**src/rtl/core/cbd_pkg.sv**
```systemverilog
// shared types and constants of the console bus decoder with sprite dma
// no dependencies; used by cbd_ctrl, cbd_datapath and the top level
`default_nettype none
package cbd_pkg;

    // default size of the internal work ram, mirrored across 0x0000-0x1fff
    localparam int RAM_BYTES_DEF = 2048;
    // span of the cpu address window that maps onto work ram
    localparam int RAM_SPAN = 8192;

    // request codes
    localparam logic [1:0] REQ_READ  = 2'd0;
    localparam logic [1:0] REQ_WRITE = 2'd1;
    localparam logic [1:0] REQ_TICK  = 2'd2;

    // decode targets
    localparam logic [2:0] TGT_NONE = 3'd0;
    localparam logic [2:0] TGT_CART = 3'd1;
    localparam logic [2:0] TGT_RAM  = 3'd2;
    localparam logic [2:0] TGT_PPU  = 3'd3;
    localparam logic [2:0] TGT_APU  = 3'd4;
    localparam logic [2:0] TGT_DMA  = 3'd5;
    localparam logic [2:0] TGT_PAD  = 3'd6;

    // address map
    localparam logic [15:0] ADDR_RAM_LAST = 16'h1FFF;
    localparam logic [15:0] ADDR_PPU_LAST = 16'h3FFF;
    localparam logic [15:0] ADDR_APU_LAST = 16'h4013;
    localparam logic [15:0] ADDR_OAM_DMA  = 16'h4014;
    localparam logic [15:0] ADDR_APU_STAT = 16'h4015;
    localparam logic [15:0] ADDR_PAD0     = 16'h4016;
    localparam logic [15:0] ADDR_PAD1     = 16'h4017;

    // tick phases of the cpu slot (counter runs modulo six)
    localparam logic [2:0] PHASE_EVEN = 3'd0;
    localparam logic [2:0] PHASE_ODD  = 3'd3;
    localparam logic [2:0] PHASE_LAST = 3'd5;

    // commands from the controller to the datapath
    typedef struct packed {
        logic capture;
        logic execute;
        logic load;
    } cbd_cmd_t;

endpackage
`default_nettype wire

```
**src/rtl/core/cbd_ctrl.sv**
```systemverilog
// sequencing state machine of the console bus decoder
// depends on cbd_pkg; drives the handshakes and the datapath commands
`default_nettype none
module cbd_ctrl (
    input  wire logic              aclk,
    input  wire logic              aresetn,
    input  wire logic              s_valid,
    output logic                   s_ready,
    output logic                   m_valid,
    input  wire logic              m_ready,
    output cbd_pkg::cbd_cmd_t      cmd
);

    localparam logic [1:0] ST_IDLE = 2'd0;
    localparam logic [1:0] ST_EXEC = 2'd1;
    localparam logic [1:0] ST_LOAD = 2'd2;
    localparam logic [1:0] ST_HOLD = 2'd3;

    logic [1:0] state_reg;
    logic [1:0] state_next;

    // next state
    always_comb begin
        state_next = state_reg;
        unique case (state_reg)
            ST_IDLE: begin
                if (s_valid) state_next = ST_EXEC;
            end
            ST_EXEC: state_next = ST_LOAD;
            ST_LOAD: state_next = ST_HOLD;
            ST_HOLD: begin
                if (m_ready) state_next = ST_IDLE;
            end
            default: state_next = ST_IDLE;
        endcase
    end

    // state register
    always_ff @(posedge aclk) begin
        if (!aresetn) begin
            state_reg <= ST_IDLE;
        end else begin
            state_reg <= state_next;
        end
    end

    // handshakes and commands
    assign s_ready     = (state_reg == ST_IDLE);
    assign m_valid     = (state_reg == ST_HOLD);
    assign cmd.capture = (state_reg == ST_IDLE) && s_valid;
    assign cmd.execute = (state_reg == ST_EXEC);
    assign cmd.load    = (state_reg == ST_LOAD);

endmodule
`default_nettype wire

```
**config.mk**
```make
export PLATFORM = sky130hd
export DESIGN_NAME = cbd_ctrl
export DESIGN_NICKNAME = d
export VERILOG_FILES = /design/src/rtl/core/cbd_pkg.sv /design/src/rtl/core/cbd_ctrl.sv
export SDC_FILE = /design/constraint.sdc
export NUM_CORES = 1
export LEC_CHECK = 0
export BUFFER_PORTS_ARGS = -buffer_cell sky130_fd_sc_hd__buf_2
export CAP_MARGIN = 20
export CORE_AREA = 2 2 39 41
export DETAILED_ROUTE_END_ITERATION = 8
export DIE_AREA = 0 0 41 43
export SYNTH_ARGS = -nofsm -noshare
export SYNTH_HDL_FRONTEND = slang
export SYNTH_SLANG_ARGS = --single-unit
```
**constraint.sdc**
```tcl
create_clock -name aclk -period 3.29 [get_ports aclk]
set_input_delay 0.658 -clock aclk [delete_from_list [all_inputs] [get_ports aclk]]
set_output_delay 0.658 -clock aclk [all_outputs]
set_load 0.1 [all_outputs]
```
* Word-level counts from Yosys, hierarchy flattened
Index checks and enable logic that the tools add are counted.
** Storage, ports and cells
- Logic and storage cells :: 12
- Register bits :: 2
- Bits of input ports :: 4
** Cells by class
- Equal/unequal tests :: 5
- Reductions and logical operators :: 3
- Muxes and demuxes :: 3
** Operator list (count)
- one-hot mux 2 bit (4 select lines) :: 1
- equality test 2 bit (second input constant) :: 2
- two-way mux 2 bit :: 2
- equality test 2 x 1 -> 1 bit (second input constant) :: 1
- logical NOT 2 bit :: 1
- != test 2 x 1 -> 1 bit (second input constant) :: 1
- != test 2 bit (second input constant) :: 1
- AND reduction 2 bit :: 1
- logical AND 1 bit :: 1

* Logic depth before layout (Yosys ltp)
- Word-level depth :: 3
- Depth in mapped cells :: 4
- Depth with buffers taken out :: 4

* Least setup slack after synthesis
No wires, ideal clock.
- Path type :: register to output
- Start point :: register state_reg[0]
- End point :: output port cmd[2] (netlist bit)
- Required time :: 2.632 ns
- Buffers on the path :: 0
- Cell stages (with the launch flop) :: 4
- Arrival :: 2.109 ns
- Setup slack :: 0.523 ns
- Cells stage by stage :: dfxtp_1 > inv_1 > ha_1 > and2_1
** RTL lines
- start, declared :: line cbd_ctrl.sv:19 : logic [1:0] state_reg;
- start signal, assigned :: line cbd_ctrl.sv:43 : state_reg <= state_next;
- end, declared :: line cbd_ctrl.sv:11 : output cbd_pkg::cbd_cmd_t cmd

==> summary.txt <==
Run status
  – Run status: finished, final reports clean

Global route
  – Grt total ovfl: 0
  – Pin count of the biggest net entering global routing: 5
  – Vias in the first global route: 146
  – First-pass GRT wire length: 483 µm
  – Antenna violations before repair: 0
  – Tot GR Track Use: 0.0471

Drt
  – WL final: 326 µm
  – DRC viols: 0
  – Vias: 156
  – Vias per inst: 3.55
  – Number of DRC markers in iteration 0: 1
  – Average routed wire per standard cell: 7.41 µm
  – ANT nets after route: 0
  – Pre-antenna DRT Iters: 2

Timing
  – Least-Margin Pin Slew: 0.487 ns
  – Final setup fails: 0
  – Min Tclk post-route: 2.08 ns
  – Setup tns final: 0 ns
  – Max Slew Vio Count: 0
  – Fin. Hold Viols: 0
  – Clk_skew: 0.00443 ns
  – Final WS setup: 1.21 ns
  – Slew margin rel.: 0.678
  – Max Freq: 481 MHz
  – RSZ-0062 raised after global routing: false
  – Final Cycle Share: 0.631

Worst setup path
  – Slowest-stage cell, CP: buf_2
  – Critical path arrival: 1.42 ns
  – R2r setup slk: 2.08 ns
  – Kind of critical path: register to output port
  – CP endpoint kind: output port
  – Crit path buf inv count: 2
  – CP required: 2.63 ns
  – Worst R2R End: state_reg[0]
  – Critical Path Max Stage Delay: 0.42 ns
  – Worst Reg-to-Reg Cells: 4
  – Critical path, cell by cell: inv_1, ha_1, and2_1, buf_2
  – RR Startpoint: state_reg[0]
  – Worst Setup Start Kind: register
  – Delay-heaviest family, CP: buffers and inverters
  – CP max FO: 4

CTS
  – Post-CTS setup repair buffer count: 0
  – Clock Latency Late Sink: 0.22 ns
  – CTS Root Cell: clkbuf_4
  – CTS tree: done
  – TritonCTS buffer count: 3
  – Clock net sink count: 2
  – Hold-fix buffers, CTS: 0
  – Clock tree buffer depth: 2
  – Reg clk slew, reported paths: 0.03 ns
  – PostCTS Resize Cnt: 0
  – H-tree depth: 1

Floorplan
  – Die Span X: 41 µm
  – # rows: 14
  – Top Ports: 9
  – Die Y: 43 µm
  – Die area: 0.00176 mm²
  – CORE AREA: 0.00138 mm²
  – Initial core utilization: 0.118

Cells and area
  – FILL cells: 165
  – Nets: 38
  – Layout Area Growth over Synthesis: 50.4%
  – Share of cells above drive strength 1: 0.464
  – Inserted Diodes: 0
  – Finished Cell Area: 246 µm²
  – Max reg flops: 2

Synthesis
  – YS warnings: 0
  – Cells taking the most area after synthesis: ha_1 31%, dfxtp_1 24%, nor2b_4 8.4%
  – Post-Syn Area: 164 µm²
  – Yosys top cell area share: 0.305
  – Synth cell types: 10
  – Cells after Synth: 17
  – Number of synthesized register bits: 2
  – Synthesized Nets: 25
  – Register area share after synthesis: 0.244
  – Area leader, netlist: ha_1
  – Syn avg cell area: 9.64 µm²

Placement
  – Placer Congestion: 0.540
  – IO buf count: 8
  – Placed wire-length estimate: 264 µm
  – Pre-CTS WS: 1.36 ns
  – Dpl cell area: 224 µm²

Run
  – Max-Cap Viols: 0

Worst hold path
  – Hold Crit Start: state_reg[1]
  – Hold EP: state_reg[1]
  – Hold path depth: 2
  – Hold Crit Class: register to register
-- how the worst max path moves through the flow --
stage / from / end / slack, ns / depth (start not counted)
floorplan: state_reg[0] / cmd[2] / 0.52 / 3
global placement: s_valid / cmd[2] / 1.36 / 3
detailed placement: s_valid / cmd[2] / 1.36 / 3
CTS: state_reg[0] / cmd[2] / 1.20 / 4
global route: state_reg[0] / cmd[2] / 1.15 / 4
finish: state_reg[0] / cmd[2] / 1.21 / 4
-- tightest hold or removal path, delay by kind of cell, from the launching register on --
| family | cells | cell delay (ns) |
|---|---|---|
| flip-flops | 1 | 0.33 |
| multiplexers | 1 | 0.05 |
| AND/OR/NAND/NOR | 1 | 0.06 |
-- cells by family (layout without fill, tap and decap cells) --
group           Yosys count  after routing  synth area share
buf+inv                   3             14            0.0687
simple gates              4              4             0.168
fa+ha+maj                 4              4             0.305
flops                     2              2             0.244
mux                       1              1            0.0611
compound gates            3              3             0.153
-- layout make-up --
class                           instances  area, µm²  share of cell area
Clock buffer                            3       22.5              0.0914
Multi-Input combinational cell         12        113               0.457
Inverter                                3       11.3              0.0457
Tap cell                               16       20.0              0.0812
Sequential cell                         2       40.0               0.162
Timing Repair Buffer                    8       40.0               0.162
-- cell usage after synthesis --
master	number
ha_1	4
and2_1	1
inv_1	3
o21a_1	1
nand2_1	2
mux2i_1	1
nor2b_4	1
dfxtp_1	2
o31a_1	1
a21oi_2	1
-- metrics by stage --
| stage | utilization | hold slack (ns) | cells |
|---|---|---|---|
| 6_report | 0.178 | 0.500 | 44 |
| 5_1_grt | 0.178 | 0.544 | 44 |
| 4_1_cts | 0.178 | 0.514 | 44 |
| 3_5_place_dp | 0.162 | 0.511 | 41 |
| 3_3_place_gp | 0.162 | 0.495 | 41 |
| 2_1_floorplan | - | 0.468 | 17 |
-- metal layers --
metal	share of wire	global-route usage	up-vias
met5	0	0	-
met1	0.38	0.0256	71
met4	0	0.0600	0
met3	0.14	0.0471	0
li1	-	-	78
met2	0.48	0.0656	7
-- placed cells by master, fill, tap and decap left out --
| cell | synthesis | final |
|---|---|---|
| buf_2 | 0 | 8 |
| ha_1 | 4 | 4 |
| inv_1 | 3 | 3 |
| clkbuf_4 | 0 | 3 |
| nand2_1 | 2 | 2 |
| dfxtp_1 | 2 | 2 |
| and2_1 | 1 | 1 |
| nor2b_4 | 1 | 1 |
| a21oi_2 | 1 | 1 |
| mux2i_1 | 1 | 1 |
| o31a_1 | 1 | 1 |
| o21a_1 | 1 | 1 |
Power is left out: the tool's default activity adds up to more than one toggle a clock period on the data nets, which glitch-free logic cannot reach.
